`src/rtl/core/bf3_pkg.sv`:
```
// Shared types and constants of the 3x3 box mean filter.
package bf3_pkg;

	// Line store depth, one entry per pixel column
	localparam int LINE_DEPTH = 2048;
	localparam int ADDR_W     = $clog2(LINE_DEPTH);
	localparam int MAX_HEIGHT = 4096;
	localparam int MIN_SIZE   = 3;

	// Field widths
	localparam int PIX_W  = 8;
	localparam int WID_W  = 12;
	localparam int HGT_W  = 13;
	localparam int ROW_W  = 12;
	localparam int COL_W  = 11;
	localparam int CSUM_W = 10;   // sum of three pixels
	localparam int WSUM_W = 12;   // sum of nine pixels

	// floor(x / 9) = (x * 7282) >> 16, exact for x below 32768
	localparam int RECIP_9     = 7282;
	localparam int RECIP_W     = 13;
	localparam int RECIP_SHIFT = 16;

	// Result queue
	localparam int FIFO_DEPTH = 8;
	localparam int FIFO_PTR_W = $clog2(FIFO_DEPTH);

	// Configuration register indexes
	localparam int CFG_IDX_W = 1;
	localparam int CFG_DAT_W = 13;
	localparam logic [CFG_IDX_W-1:0] REG_IMAGE_WIDTH  = 1'b0;
	localparam logic [CFG_IDX_W-1:0] REG_IMAGE_HEIGHT = 1'b1;

	// Position and end-of-frame mark that travel with a result
	typedef struct packed {
		logic [ROW_W-1:0] row;
		logic [COL_W-1:0] col;
		logic             last;
	} tag_t;

	// Window sum leaving the line store unit
	typedef struct packed {
		logic              valid;
		tag_t              tag;
		logic [WSUM_W-1:0] sum;
	} sum_t;

	// One queued result
	typedef struct packed {
		logic [PIX_W-1:0] mean;
		tag_t             tag;
	} res_t;

endpackage

```
`src/rtl/core/bf3_stream_ifs.sv`:
```


interface bf3_res_if;
	logic        valid;
	logic        ready;
	logic [7:0]  mean_value;
	logic [11:0] out_row;
	logic [10:0] out_col;
	logic        frame_last;

	modport source (output valid, output mean_value, output out_row, output out_col,
		output frame_last, input ready);
	modport sink   (input valid, input mean_value, input out_row, input out_col,
		input frame_last, output ready);
endinterface

```
`src/rtl/core/bf3_out_fifo.sv`:
```
// Result queue that decouples the filter pipeline from the receiver.
module bf3_out_fifo (
	input  logic                           clk,
	input  logic                           arst_n,
	input  logic                           push,
	input  bf3_pkg::res_t                  push_data,
	output logic [bf3_pkg::FIFO_PTR_W:0]   count,
	bf3_res_if.source                      res
);

	bf3_pkg::res_t                 entries [bf3_pkg::FIFO_DEPTH];
	logic [bf3_pkg::FIFO_PTR_W-1:0] wr_ptr_q;
	logic [bf3_pkg::FIFO_PTR_W-1:0] rd_ptr_q;
	logic [bf3_pkg::FIFO_PTR_W:0]   count_q;
	logic                           pop;
	bf3_pkg::res_t                  head;

	assign pop = res.valid && res.ready;

	// Store pushed results
	always_ff @(posedge clk) begin
		if (push) begin
			entries[wr_ptr_q] <= push_data;
		end
	end

	// Advance pointers and occupancy
	always_ff @(posedge clk or negedge arst_n) begin
		if (!arst_n) begin
			wr_ptr_q <= '0;
			rd_ptr_q <= '0;
			count_q  <= '0;
		end else begin
			if (push) begin
				wr_ptr_q <= wr_ptr_q + 1'b1;
			end
			if (pop) begin
				rd_ptr_q <= rd_ptr_q + 1'b1;
			end
			if (push && !pop) begin
				count_q <= count_q + 1'b1;
			end else if (pop && !push) begin
				count_q <= count_q - 1'b1;
			end
		end
	end

	// Present the oldest entry
	assign head           = entries[rd_ptr_q];
	assign res.valid      = (count_q != '0);
	assign res.mean_value = head.mean;
	assign res.out_row    = head.tag.row;
	assign res.out_col    = head.tag.col;
	assign res.frame_last = head.tag.last;
	assign count          = count_q;

endmodule

```
`src/flat_wrapper.sv`:
```
// flat-port wrapper written by rule: the top's interface ports become plain ports
module bf3_out_fifo_flat 
  (clk, arst_n, push, push_data, count, res_valid, res_mean_value, res_out_row, res_out_col, res_frame_last, res_ready);
  bf3_res_if res_i ();
  input  logic clk;
  input  logic arst_n;
  input  logic push;
  input  bf3_pkg::res_t push_data;
  output logic [bf3_pkg::FIFO_PTR_W:0] count;
  output wire logic [$bits(res_i.valid)-1:0] res_valid;
  output wire logic [$bits(res_i.mean_value)-1:0] res_mean_value;
  output wire logic [$bits(res_i.out_row)-1:0] res_out_row;
  output wire logic [$bits(res_i.out_col)-1:0] res_out_col;
  output wire logic [$bits(res_i.frame_last)-1:0] res_frame_last;
  input wire logic [$bits(res_i.ready)-1:0] res_ready;
  assign res_valid = res_i.valid;
  assign res_mean_value = res_i.mean_value;
  assign res_out_row = res_i.out_row;
  assign res_out_col = res_i.out_col;
  assign res_frame_last = res_i.frame_last;
  assign res_i.ready = res_ready;
  bf3_out_fifo u_core (.clk(clk), .arst_n(arst_n), .push(push), .push_data(push_data), .count(count), .res(res_i));
endmodule
```
`config.mk`:
```
export PLATFORM = sky130hd
export DESIGN_NAME = bf3_out_fifo_flat
export DESIGN_NICKNAME = d
export VERILOG_FILES = /design/src/rtl/core/bf3_pkg.sv /design/src/rtl/core/bf3_stream_ifs.sv /design/src/rtl/core/bf3_out_fifo.sv /design/src/flat_wrapper.sv
export SDC_FILE = /design/constraint.sdc
export NUM_CORES = 1
export LEC_CHECK = 0
export BUFFER_PORTS_ARGS = -buffer_cell sky130_fd_sc_hd__buf_4
export CORE_MARGIN = 2
export CORE_UTILIZATION = 50
export CTS_CLUSTER_SIZE = 40
export DETAILED_ROUTE_END_ITERATION = 10
export PLACE_DENSITY = 0.67
export SETUP_SLACK_MARGIN = 0.3
export SLEW_MARGIN = 20
export SYNTH_ARGS = -nofsm -noshare
export SYNTH_HDL_FRONTEND = slang
export SYNTH_SLANG_ARGS = --single-unit
export TNS_END_PERCENT = 30
```
`constraint.sdc`:
```
create_clock -name clk -period 3.65 [get_ports clk]
set_clock_uncertainty 0.1 [all_clocks]
set_input_delay 0.1825 -clock clk [delete_from_list [all_inputs] [get_ports clk]]
set_output_delay 0.1825 -clock clk [all_outputs]
set_load 0.03 [all_outputs]
```
Word-level counts from Yosys, hierarchy flattened

Memories as Yosys holds them, arrays and structs flattened.
Index checks and enable logic that the tools add are counted.

Register bits: 10
RAM bits: 256
Bits of input ports: 36
Memories kept: 1

Add/subtract/negate cells: 4
Multiplexer cells: 4
Reduce and logical (&&, ||, !) cells: 7

Memory list:

| name           | depth | width | read ports | clocked after memory_dff | write ports | RTL line           | text |
|---|---|---|---|---|---|---|---|
| u_core.entries | 8     | 32    | 1          | 0                        | 1           | bf3_out_fifo.sv:11 | `bf3_pkg::res_t entries [bf3_pkg::FIFO_DEPTH];` |

Operator list:

| operator              | number |
|---|---|
| $mux W4               | 2 |
| $add A3 B1 Y3 const B | 2 |
| $add A4 B1 Y4 const B | 1 |
| $reduce_bool A4 Y1    | 1 |
| $sub A4 B1 Y4 const B | 1 |
| $logic_and A1 B1 Y1   | 3 |
| $logic_not A1 Y1      | 2 |
| $mux W1               | 2 |
| $reduce_bool A2 Y1    | 1 |

Depth between registers and ports, before layout

Gate-level depths: netlist (run 1).

Word-level depth: 5
Depth in mapped cells: 8

Worst setup path before layout (run 1)

OpenSTA, ideal clock, no wires.

Kind: reg2reg
Start: reg u_core.wr_ptr_q[1] (netlist bit)
End: mem u_core.entries[0][0] (netlist bit), enable pin
Arrival: 2.779 ns
Path slack: 0.310 ns
Stages on the path, launching flop included: 3
Path buffers: 0
Period minus slack after synthesis: 3.340 ns
Path through: dfrtp_1 -> nand2b_1 -> nor3_1

RTL lines:

| item                   | RTL line           | text |
|---|---|---|
| from (decl)            | bf3_out_fifo.sv:12 | `logic [bf3_pkg::FIFO_PTR_W-1:0] wr_ptr_q;` |
| from (signal assigned) | bf3_out_fifo.sv:35 | `wr_ptr_q <= wr_ptr_q + 1'b1;` |
| to (decl)              | bf3_out_fifo.sv:11 |  |

No word-level cell before the write port.

Final worst setup path (run 1)

Start: reg u_core.rd_ptr_q[0] (netlist bit)
End: out res_mean_value[3]

Cells in the longest elaborated chain, start to end: 1

RTL lines:

| item                   | RTL line           | text |
|---|---|---|
| from (decl)            | bf3_out_fifo.sv:13 | `logic [bf3_pkg::FIFO_PTR_W-1:0] rd_ptr_q;` |
| from (signal assigned) | bf3_out_fifo.sv:38 | `rd_ptr_q <= rd_ptr_q + 1'b1;` |
| $mem_v2 Z8 W32         | --                 |  |
| to (decl)              | flat_wrapper.sv:11 | `output wire logic [$bits(res_i.mean_value)-1:0] res_mean_value;` |

Every way passes these cells.

==> results of run 1 <==
cell type report:
class	instances	area (sq um)
Sequential cell	266	7944
Fill cell	1367	7704
Clock inverter	16	254.0
Clock buffer	31	690.7
Tap cell	270	337.8
Timing Repair Buffer	121	1023
Multi-Input combinational cell	143	2275
Antenna cell	1	2.502
Inverter	1	3.754
timing repair:
item,4_1_cts,5_1_grt
hold buffers,36,0
buffers inserted,0,0
setup endpoints to repair,0,0
endpoints found under the hold margin,272,0
metal layers:
metal | GRT usage | vias to the layer above | wire length [microns]
li1 | - | 2106 | -
met1 | 0.2406 | 2487 | 7972
met2 | 0.3100 | 113 | 9749
met3 | 0.02840 | 25 | 845
met4 | 0.03894 | 0 | 359
met5 | 0 | - | 0
worst max path at each step:
stage,end,depth (start not counted)
floorplan,u_core.entries[0][0]$_DFFE_PP_,2
global placement,u_core.count[3]$_DFFE_PN0P_,8
detailed placement,u_core.count[3]$_DFFE_PN0P_,8
CTS,res_mean_value[3],4
global route,res_mean_value[3],4
finish,res_mean_value[3],4
power by group through the flow:
stage	clock network, uW	registers (uW)	logic, uW
final	2890	4220	3420
after global routing	3050	4280	3630
after CTS	2940	4230	3480
after detailed placement	0	4290	3420
after global placement	0	4250	3390
after floorplan	0	4070	2550
through the flow:
stage          hold WS (ns)  power [uW]  cells    util  instance area [sq um]
4_1_cts              0.3305       10650    848  0.6192                  12530
3_3_place_gp       -0.08256        7636    765  0.5547                  11220
6_report             0.3426       10530    849  0.6193                  12530
3_5_place_dp       -0.08053        7712    765  0.5547                  11220
5_1_grt              0.3401       10950    849  0.6193                  12530
2_1_floorplan       -0.2131        6622    429       -                  10310
flip-flops by register name, summed over array words and instances (netlist names):
| name | flops |
|---|---|
| u_core.rd_ptr_q | 3 |
| u_core.wr_ptr_q | 3 |
| u_core.count | 4 |
| u_core.entries | 256 |
worst reg2reg max path: cells and delay by family (launching register included):
family	cells	cell delay, ns
AO/OA/AOI/OAI	2	0.22
adder cells (fa/ha/maj)	2	0.64
AND/OR/NAND/NOR	3	1.26
flip-flops	1	0.46
buffers and inverters	1	0.12
Yosys cell counts, drive strengths merged:
cell / instances / area [sq um]
edfxtp: 256 / 7687
mux4: 64 / 1516
mux2: 35 / 394.1
buf: 14 / 126.4
dfrtp: 10 / 250.2
nand2: 6 / 22.52
nor2: 6 / 22.52
clkbuf: 5 / 18.77
ha: 5 / 62.56
xnor2: 5 / 43.79
nand2b: 3 / 18.77
nand3: 3 / 15.01
nor3: 3 / 15.01
a21oi: 2 / 10.01
o211ai: 2 / 15.01
or4: 2 / 15.01
a2111o: 1 / 11.26
fa: 1 / 20.02
inv: 1 / 3.750
mux2i: 1 / 10.01
nand3b: 1 / 7.510
o21ai: 1 / 5.000
or3: 1 / 6.260
xor2: 1 / 8.760
placed cells by master, fill, tap and decap left out, types with 2 or more instances in the layout:
cell | synthesis | final
a21oi_1 | 2 | 2
nand3_1 | 3 | 3
mux2_2 | 35 | 35
nand2_1 | 6 | 6
buf_12 | 2 | 2
nand2b_1 | 3 | 3
nor3_2 | 0 | 2
xnor2_1 | 5 | 5
dfrtp_2 | 0 | 2
bufinv_16 | 0 | 7
dfrtp_1 | 10 | 7
mux4_1 | 20 | 20
o211ai_1 | 2 | 2
edfxtp_1 | 256 | 256
clkbuf_1 | 5 | 4
clkbuf_16 | 0 | 27
mux4_2 | 44 | 44
buf_4 | 0 | 83
or4_1 | 2 | 2
clkinv_1 | 0 | 6
nor2_4 | 0 | 6
ha_1 | 5 | 5
dlygate4sd3_1 | 0 | 36
cells by family (layout without fill, tap and decap cells):
| kind of cell | count (synthesis) | count (layout) |
|---|---|---|
| AOI/OAI and AO/OA | 6 | 6 |
| xor gates and xnor gates | 6 | 6 |
| adders and majority gates | 6 | 6 |
| buffers and inverters | 20 | 169 |
| DFF | 266 | 266 |
| muxes | 100 | 100 |
| other | 0 | 1 |
| and+or+nand+nor | 25 | 25 |
==> results.py, run 1 <==
metrics = {
    "status": {
        "outcome": "finished clean",
    },
    "layout": {
        "syn_to_final_growth_pct": 21.59,
        "final_net_count": 602,
        "drive_above_1_share": 0.3668,
    },
    "synth": {
        "synthMuxAreaShare": 0.1864,
        "synth_compound_area_frac": 0.004006,
        "syn_avg_cell_area_sq_um": 24.02,
        "netlist_area_sq_mm": 0.01031,
        "synthCells": 429,
        "synthDistinctLibCells": 29,
        "synthesis.nets": 471,
        "synth_xor_area_frac": 0.005099,
        "ys_seq_area_frac": 0.7702,
        "synthSimpleGateAreaFrac": 0.01190,
        "ys_warn_count": 0,
        "synthAdderAreaFrac": 0.008013,
        "ys_seq_elements": 266,
        "synth_top_family_by_area": "multiplexers",
    },
    "sta": {
        "rsz0062_at_grt": "false",
        "final.setup.worst_slack_ns": 0.6524,
        "fin_crit_ns": 2.998,
        "slew_violations": 0,
        "max_clock_freq_ghz": 0.3336,
        "totalNegativeSetupSlack_ns": 0,
        "hold_viol_final": 0,
        "final.period_utilization": 0.8213,
        "setup_viol": 0,
        "tightest_slew_ns": 1.049,
        "max-slew-margin-rel": 0.3009,
    },
    "power": {
        "clkPwrFrac": 0.275,
        "seqPwrFrac": 0.400,
        "intPower_uw": 7306,
        "p_sw_frac": 0.3061,
        "ir_drop_v": 0.0005497,
        "switchingPower_uw": 3223,
        "p_leak_uw": 0.004215,
        "p_per_area_mw_per_mm2": 840.3,
        "combPwrFrac": 0.325,
    },
    "route": {
        "drc": 0,
        "drtIter0Drc": 282,
        "dr.pass1.iters": 4,
        "ant_nets": 0,
        "drt-wirelength-per-cell_microns": 22.29,
        "vias": 4731,
        "wl_microns": 18930,
        "vias_per_cell": 5.572,
    },
    "placed_design": {
        "io_buffers": 72,
        "hpwlAfterDp_microns": 10370,
        "globalplace.congestion": 0.7624,
        "dpl_worst_slack_ns": 0.7257,
    },
    "clocking": {
        "cts_tree": "done",
        "clk-insertion-delay-late_ns": 0.51,
        "cts_buffers": 27,
        "path_clk_slew_ns": 0.06,
        "cts.repair.resized": 0,
        "h-tree-depth": 1,
        "root_buffer": "clkbuf_16",
        "clk_path_buf_depth": 3,
        "clkSinkCount": 266,
    },
    "worst_setup_path": {
        "endpoint_kind": "primary output",
        "critPathBufInv": 2,
        "r2r_slack_ns": 0.72,
        "start_kind": "flip-flop",
        "crit_top_cell": "buf_4",
        "slowest_stage": "dfrtp_4",
        "crit_chain": "buf_4 > mux4_2 > mux2_2 > buf_4",
        "r2r-end": "u_core.count[3]$_DFFE_PN0P_",
        "slowest_delay_ns": 0.76,
        "crit_fanout": 25,
        "r2r_cells": 8,
        "crit_path_start": "u_core.rd_ptr_q[0]$_DFFE_PN0P_",
        "crit_family": "multiplexers",
        "worst-setup-path-type": "reg2out",
        "r2r-start": "u_core.count[0]$_DFFE_PN0P_",
        "worst_ep_required_time_ns": 3.37,
        "critical_path_arrival_ns": 2.72,
    },
    "floorplanning": {
        "ios": 73,
        "initial_core_util": 0.5093,
        "dieArea_sq_mm": 0.02178,
        "rows": 52,
        "die_w_microns": 147.6,
        "coreArea_sq_mm": 0.02023,
        "fp.dieH_microns": 147.6,
    },
    "min_path": {
        "hold_end": "u_core.entries[2][22]$_DFFE_PP_",
        "hold_path_class": "in2reg",
        "hold_path_depth": 2,
        "min_from": "push_data[22]",
    },
    "grt": {
        "grt_max_degree": 51,
        "grt_pass1_wl_microns": 29390,
        "antenna_found_initial": 1,
        "grt_usage": 0.1780,
        "grt_overflow": 0,
        "grt_pass1_vias": 5177,
    },
    "flow_run": {
        "cap_viol_max_count": 0,
    },
}
No activity file was read; power rests on OpenSTA's default activity.
==> inputs of run 2 (changes only) <==
--- a/config.mk
+++ b/config.mk
@@ -10,7 +10,7 @@
 export CORE_UTILIZATION = 50
 export CTS_CLUSTER_SIZE = 40
 export DETAILED_ROUTE_END_ITERATION = 10
-export PLACE_DENSITY = 0.67
+export PLACE_DENSITY = 0.7
 export SETUP_SLACK_MARGIN = 0.3
 export SLEW_MARGIN = 20
 export SYNTH_ARGS = -nofsm -noshare
==> constraint.sdc (replaced) <==
create_clock -name clk -period 2.5 [get_ports clk]
set_clock_uncertainty 0.1 [all_clocks]
set_input_delay 0.125 -clock clk [delete_from_list [all_inputs] [get_ports clk]]
set_output_delay 0.125 -clock clk [all_outputs]
set_load 0.03 [all_outputs]
==> results.py, run 2 (synthesized netlist as in run 1, its figures left out) <==
metrics = {
    "clocking": {
        "clk_path_buf_depth": 3,
        "cts_buffers": 26,
        "root_buffer": "clkbuf_16",
        "clkSinkCount": 266,
        "path_clk_slew_ns": 0.06,
        "cts_tree": "done",
        "clk-insertion-delay-late_ns": 0.52,
        "h-tree-depth": 1,
    },
    "layout": {
        "fillCellCount": 1346,
        "layout_common_cells": "edfxtp_1 (256), buf_4 (66), mux4_2 (60)",
        "final_area_sq_mm": 0.01297,
        "syn_to_final_growth_pct": 25.85,
        "final_net_count": 627,
        "diodes": 0,
        "largest_reg_flops": 256,
        "drive_above_1_share": 0.4326,
        "layout_commonest_cell": "edfxtp_1",
        "top_register": "u_core.entries",
        "utilization": 0.6410,
    },
    "worst_setup_path": {
        "endpoint_kind": "primary output",
        "start_kind": "flip-flop",
        "crit_path_start": "u_core.rd_ptr_q[0]$_DFFE_PN0P_",
        "critical_path_arrival_ns": 2.30,
        "r2r-start": "u_core.count[1]$_DFFE_PN0P_",
        "crit_fanout": 8,
        "worst-setup-path-type": "reg2out",
        "worst_ep_required_time_ns": 2.28,
    },
    "sta": {
        "final.period_utilization": 1.009,
        "max_clock_freq_ghz": 0.3965,
        "final.setup.worst_slack_ns": -0.02236,
        "holdWs_ns": 0.2738,
        "tightest_slew_ns": 0.5108,
        "rsz0062_at_grt": "true",
        "max-slew-margin-rel": 0.6595,
        "setup_viol": 4,
        "fin_crit_ns": 2.522,
        "slew_violations": 0,
        "hold_viol_final": 0,
    },
    "floorplanning": {
        "coreArea_sq_mm": 0.02023,
        "die_w_microns": 147.6,
        "ios": 73,
        "rows": 52,
        "fp.dieH_microns": 147.6,
        "initial_core_util": 0.5093,
        "dieArea_sq_mm": 0.02178,
    },
    "route": {
        "drc": 0,
        "dr.pass1.iters": 4,
        "wl_microns": 19700,
        "vias_per_cell": 5.582,
        "ant_nets": 0,
        "vias": 4862,
        "drt-wirelength-per-cell_microns": 22.62,
        "drtIter0Drc": 319,
    },
    "grt": {
        "antenna_found_initial": 0,
        "grt_pass1_vias": 5178,
        "grt_max_degree": 30,
        "grt_usage": 0.1847,
        "grt_overflow": 0,
        "grt_pass1_wl_microns": 30230,
    },
    "min_path": {
        "min_from": "push_data[0]",
        "hold_path_class": "in2reg",
    },
    "power": {
        "ir_drop_v": 0.0008258,
        "p_per_area_mw_per_mm2": 1241,
        "p_leak_uw": 0.004421,
    },
    "status": {
        "violations": "negative setup slack",
        "outcome": "finished, violations left",
    },
    "placed_design": {
        "post_dp_cell_area_sq_mm": 0.01147,
        "hpwlAfterDp_microns": 11160,
        "globalplace.congestion": 0.7592,
        "io_buffers": 72,
    },
    "flow_run": {
        "cap_viol_max_count": 0,
    },
}
[run 2: layout make-up]
type                            count  area (sq um)  area share
Sequential cell                   266          7950      0.6130
Multi-Input combinational cell    143          2355      0.1816
Timing Repair Buffer              147          1541      0.1189
Clock buffer                       31         690.7     0.05325
Tap cell                          270         337.8     0.02605
Clock inverter                     13         88.84    0.006849
Inverter                            1         6.256   0.0004823
[run 2: layer usage]
metal  up-vias  GRT usage  routed length [microns]
met5         -          0                        0
met3        23    0.03086                     1140
li1       2132          -                        -
met1      2555     0.2588                     8336
met2       152     0.3084                     9965
met4         0    0.04663                      255
[run 2: worst max-delay path, cell delays in order, from the launching register on]
cell and delay (ns):
dfrtp_4 0.51, buf_12 0.15, buf_8 0.12, buf_16 0.14, mux4_2 0.42, mux2_4 0.29
buf_6 0.14
[run 2: what timing repair did]
item	in CTS	in global routing
gates resized for setup	73	9
endpoints found under the hold margin	274	0
gates cloned	3	0
setup endpoints to repair	34	35
pin swaps	2	4
hold buffers	36	0
setup buffers	7	4
[run 2: worst paths after layout]
path / end / slack, ns / cells past startpoint
worst max register to register: u_core.count[3]$_DFFE_PN0P_ / 0.04 / 8
worst max-delay path: res_out_col[6] / -0.02 / 6
worst min register to register: u_core.wr_ptr_q[1]$_DFFE_PN0P_ / 0.47 / 1
worst min-delay path: u_core.entries[2][0]$_DFFE_PP_ / 0.27 / 2
max in group asynchronous: u_core.rd_ptr_q[0]$_DFFE_PN0P_ / 1.41 / 3
min in group asynchronous: u_core.count[2]$_DFFE_PN0P_ / 0.52 / 3
[run 2: per-stage QoR]
step,setup TNS (ns),worst slack [ns],power [uW],std cells
after global placement,0,0.1145,11480,777
after detailed placement,0,0.04893,11600,777
after global routing,-0.6396,-0.07014,16760,871
after floorplan,-6.454,-0.05292,9728,429
final,-0.04826,-0.02236,16100,871
after CTS,-0.07711,-0.03049,16200,867
[run 2: report_power, final]
part	internal, uW	leakage [uW]	switching [uW]
clock	2060	0.000387	1530
sequential	5630	0.00244	344
combinational	3380	0.00160	3150
==> inputs of run 3 (changes only) <==
--- a/config.mk
+++ b/config.mk
@@ -7,10 +7,10 @@
 export LEC_CHECK = 0
 export BUFFER_PORTS_ARGS = -buffer_cell sky130_fd_sc_hd__buf_4
 export CORE_MARGIN = 2
-export CORE_UTILIZATION = 50
+export CORE_UTILIZATION = 40
 export CTS_CLUSTER_SIZE = 40
 export DETAILED_ROUTE_END_ITERATION = 10
-export PLACE_DENSITY = 0.7
+export PLACE_DENSITY = 0.58
 export SETUP_SLACK_MARGIN = 0.3
 export SLEW_MARGIN = 20
 export SYNTH_ARGS = -nofsm -noshare
==> results.py, run 3 (synthesized netlist as in run 1, its figures left out) <==
metrics = {
    "power": {
        "switchingPower_uw": 5335,
        "seqPwrFrac": 0.342,
        "p_per_area_mw_per_mm2": 1288,
        "ir_drop_v": 0.0008153,
        "intPower_uw": 11830,
        "power_uw": 17170,
        "combPwrFrac": 0.412,
        "p_leak_uw": 0.004562,
        "p_sw_frac": 0.3108,
        "clkPwrFrac": 0.246,
    },
    "flow_run": {
        "cap_viol_max_count": 0,
    },
    "layout": {
        "largest_reg_flops": 256,
        "final_area_sq_mm": 0.01333,
        "final_net_count": 634,
        "top_register": "u_core.entries",
        "layout_commonest_cell": "edfxtp_1",
        "instances_no_fill": 944,
        "diodes": 0,
        "layout_common_cells": "edfxtp_1 (256), mux4_2 (63), buf_4 (61)",
        "syn_to_final_growth_pct": 29.36,
        "drive_above_1_share": 0.4528,
    },
    "floorplanning": {
        "ios": 73,
        "dieArea_sq_mm": 0.02707,
        "die_w_microns": 164.5,
        "coreArea_sq_mm": 0.02525,
        "initial_core_util": 0.4081,
        "rows": 58,
        "fp.dieH_microns": 164.5,
    },
    "clocking": {
        "h-tree-depth": 1,
        "cts_tree": "done",
        "path_clk_slew_ns": 0.06,
        "clk-insertion-delay-late_ns": 0.54,
        "cts_buffers": 29,
        "root_buffer": "clkbuf_16",
        "clk_path_buf_depth": 3,
        "clkSinkCount": 266,
    },
    "sta": {
        "setup_viol": 27,
        "final.setup.worst_slack_ns": -0.06318,
        "rsz0062_at_grt": "true",
        "fin_crit_ns": 2.563,
        "hold_viol_final": 0,
        "max-slew-margin-rel": 0.6682,
        "max_clock_freq_ghz": 0.3901,
        "slew_violations": 0,
        "holdWs_ns": 0.2690,
        "tightest_slew_ns": 0.4977,
        "final.period_utilization": 1.025,
    },
    "grt": {
        "grt_max_degree": 65,
        "grt_overflow": 0,
        "antenna_found_initial": 0,
        "grt_usage": 0.1602,
        "grt_pass1_vias": 5356,
        "grt_pass1_wl_microns": 31980,
    },
    "route": {
        "drtIter0Drc": 389,
        "wl_microns": 21220,
        "ant_nets": 0,
        "dr.pass1.iters": 6,
        "drc": 0,
        "vias": 4918,
        "vias_per_cell": 5.210,
        "drt-wirelength-per-cell_microns": 22.48,
    },
    "placed_design": {
        "dpl_worst_slack_ns": 0.05656,
        "globalplace.congestion": 0.7370,
        "post_dp_cell_area_sq_mm": 0.01148,
        "dp_cells": 835,
        "io_buffers": 72,
        "hpwlAfterDp_microns": 11040,
    },
    "worst_setup_path": {
        "worst_ep_required_time_ns": 2.28,
        "endpoint_kind": "primary output",
        "slowest_delay_ns": 0.51,
        "start_kind": "flip-flop",
        "critical_path_arrival_ns": 2.34,
        "worst-setup-path-type": "reg2out",
        "r2r_cells": 8,
        "r2r_slack_ns": 0.01,
        "crit_fanout": 6,
        "crit_chain": "buf_12 > buf_8 > buf_16 > mux4_2 > mux2_4 > buf_6",
        "slowest_stage": "dfrtp_4",
    },
    "min_path": {
        "hold_path_class": "in2reg",
        "hold_path_depth": 2,
    },
    "status": {
        "outcome": "finished, violations left",
        "violations": "negative setup slack",
    },
}
run 3: changes by cell type in the layout (fill, tap and decap cells not counted), sizes merged:
cell | previous run | this run
clkinvlp | 0 | 4
inv | 2 | 3
buf | 111 | 113
clkbuf | 31 | 33
bufinv | 1 | 4
clkinv | 11 | 12
run 3: area by class of cell:
class                           instances  area [sq um]
Multi-Input combinational cell        143          2357
Tap cell                              330         412.9
Inverter                                1         6.256
Fill cell                            1972         11920
Timing Repair Buffer                  151          1650
Sequential cell                       266          7948
Clock inverter                         22         224.0
Clock buffer                           31         733.2
run 3: per-stage QoR:
step,util,setup TNS (ns)
after floorplan,-,-6.454
after global placement,0.4545,0
after detailed placement,0.4545,0
after CTS,0.5245,-1.527
after global routing,0.5279,-2.417
final,0.5279,-0.8316
run 3: power groups by stage:
| stage | Sequential, uW | Clock (uW) | Combinational [uW] |
|---|---|---|---|
| finish | 5870 | 4220 | 7080 |
| global route | 5920 | 4510 | 7500 |
| CTS | 5860 | 4320 | 6970 |
| detailed placement | 5960 | 0 | 5600 |
| global placement | 5910 | 0 | 5550 |
| floorplan | 5960 | 0 | 3770 |
run 3: per-layer routing:
layer | track usage | routed length (microns) | vias to the layer above
met5 | 0 | 0 | -
met4 | 0.03992 | 294 | 0
met3 | 0.02712 | 979 | 22
met2 | 0.2659 | 10420 | 138
met1 | 0.2228 | 9522 | 2603
li1 | - | - | 2155
run 3: path summary, 6_finish.rpt:
path / startpoint / to
setup / recovery: u_core.rd_ptr_q[0]$_DFFE_PN0P_ / res_out_row[1]
hold / removal: push_data[26] / u_core.entries[0][26]$_DFFE_PP_
setup reg to reg: u_core.count[3]$_DFFE_PN0P_ / u_core.count[3]$_DFFE_PN0P_
hold reg to reg: u_core.rd_ptr_q[1]$_DFFE_PN0P_ / u_core.rd_ptr_q[1]$_DFFE_PN0P_
max in group asynchronous: arst_n / u_core.rd_ptr_q[0]$_DFFE_PN0P_
min in group asynchronous: arst_n / u_core.rd_ptr_q[0]$_DFFE_PN0P_
run 3: worst max-delay path, delay by kind of cell (launching register included):
kind	cells	cell delay [ns]
muxes	2	0.72
DFF	1	0.51
buffers and inverters	4	0.55
run 3: what timing repair did:
action,in CTS,in global routing
resized for setup,78,15
pin swaps,2,2
endpoints found under the hold margin,274,0
endpoints found under the setup margin,34,35
setup buffers,10,2
hold buffers,36,0
cloned,6,2
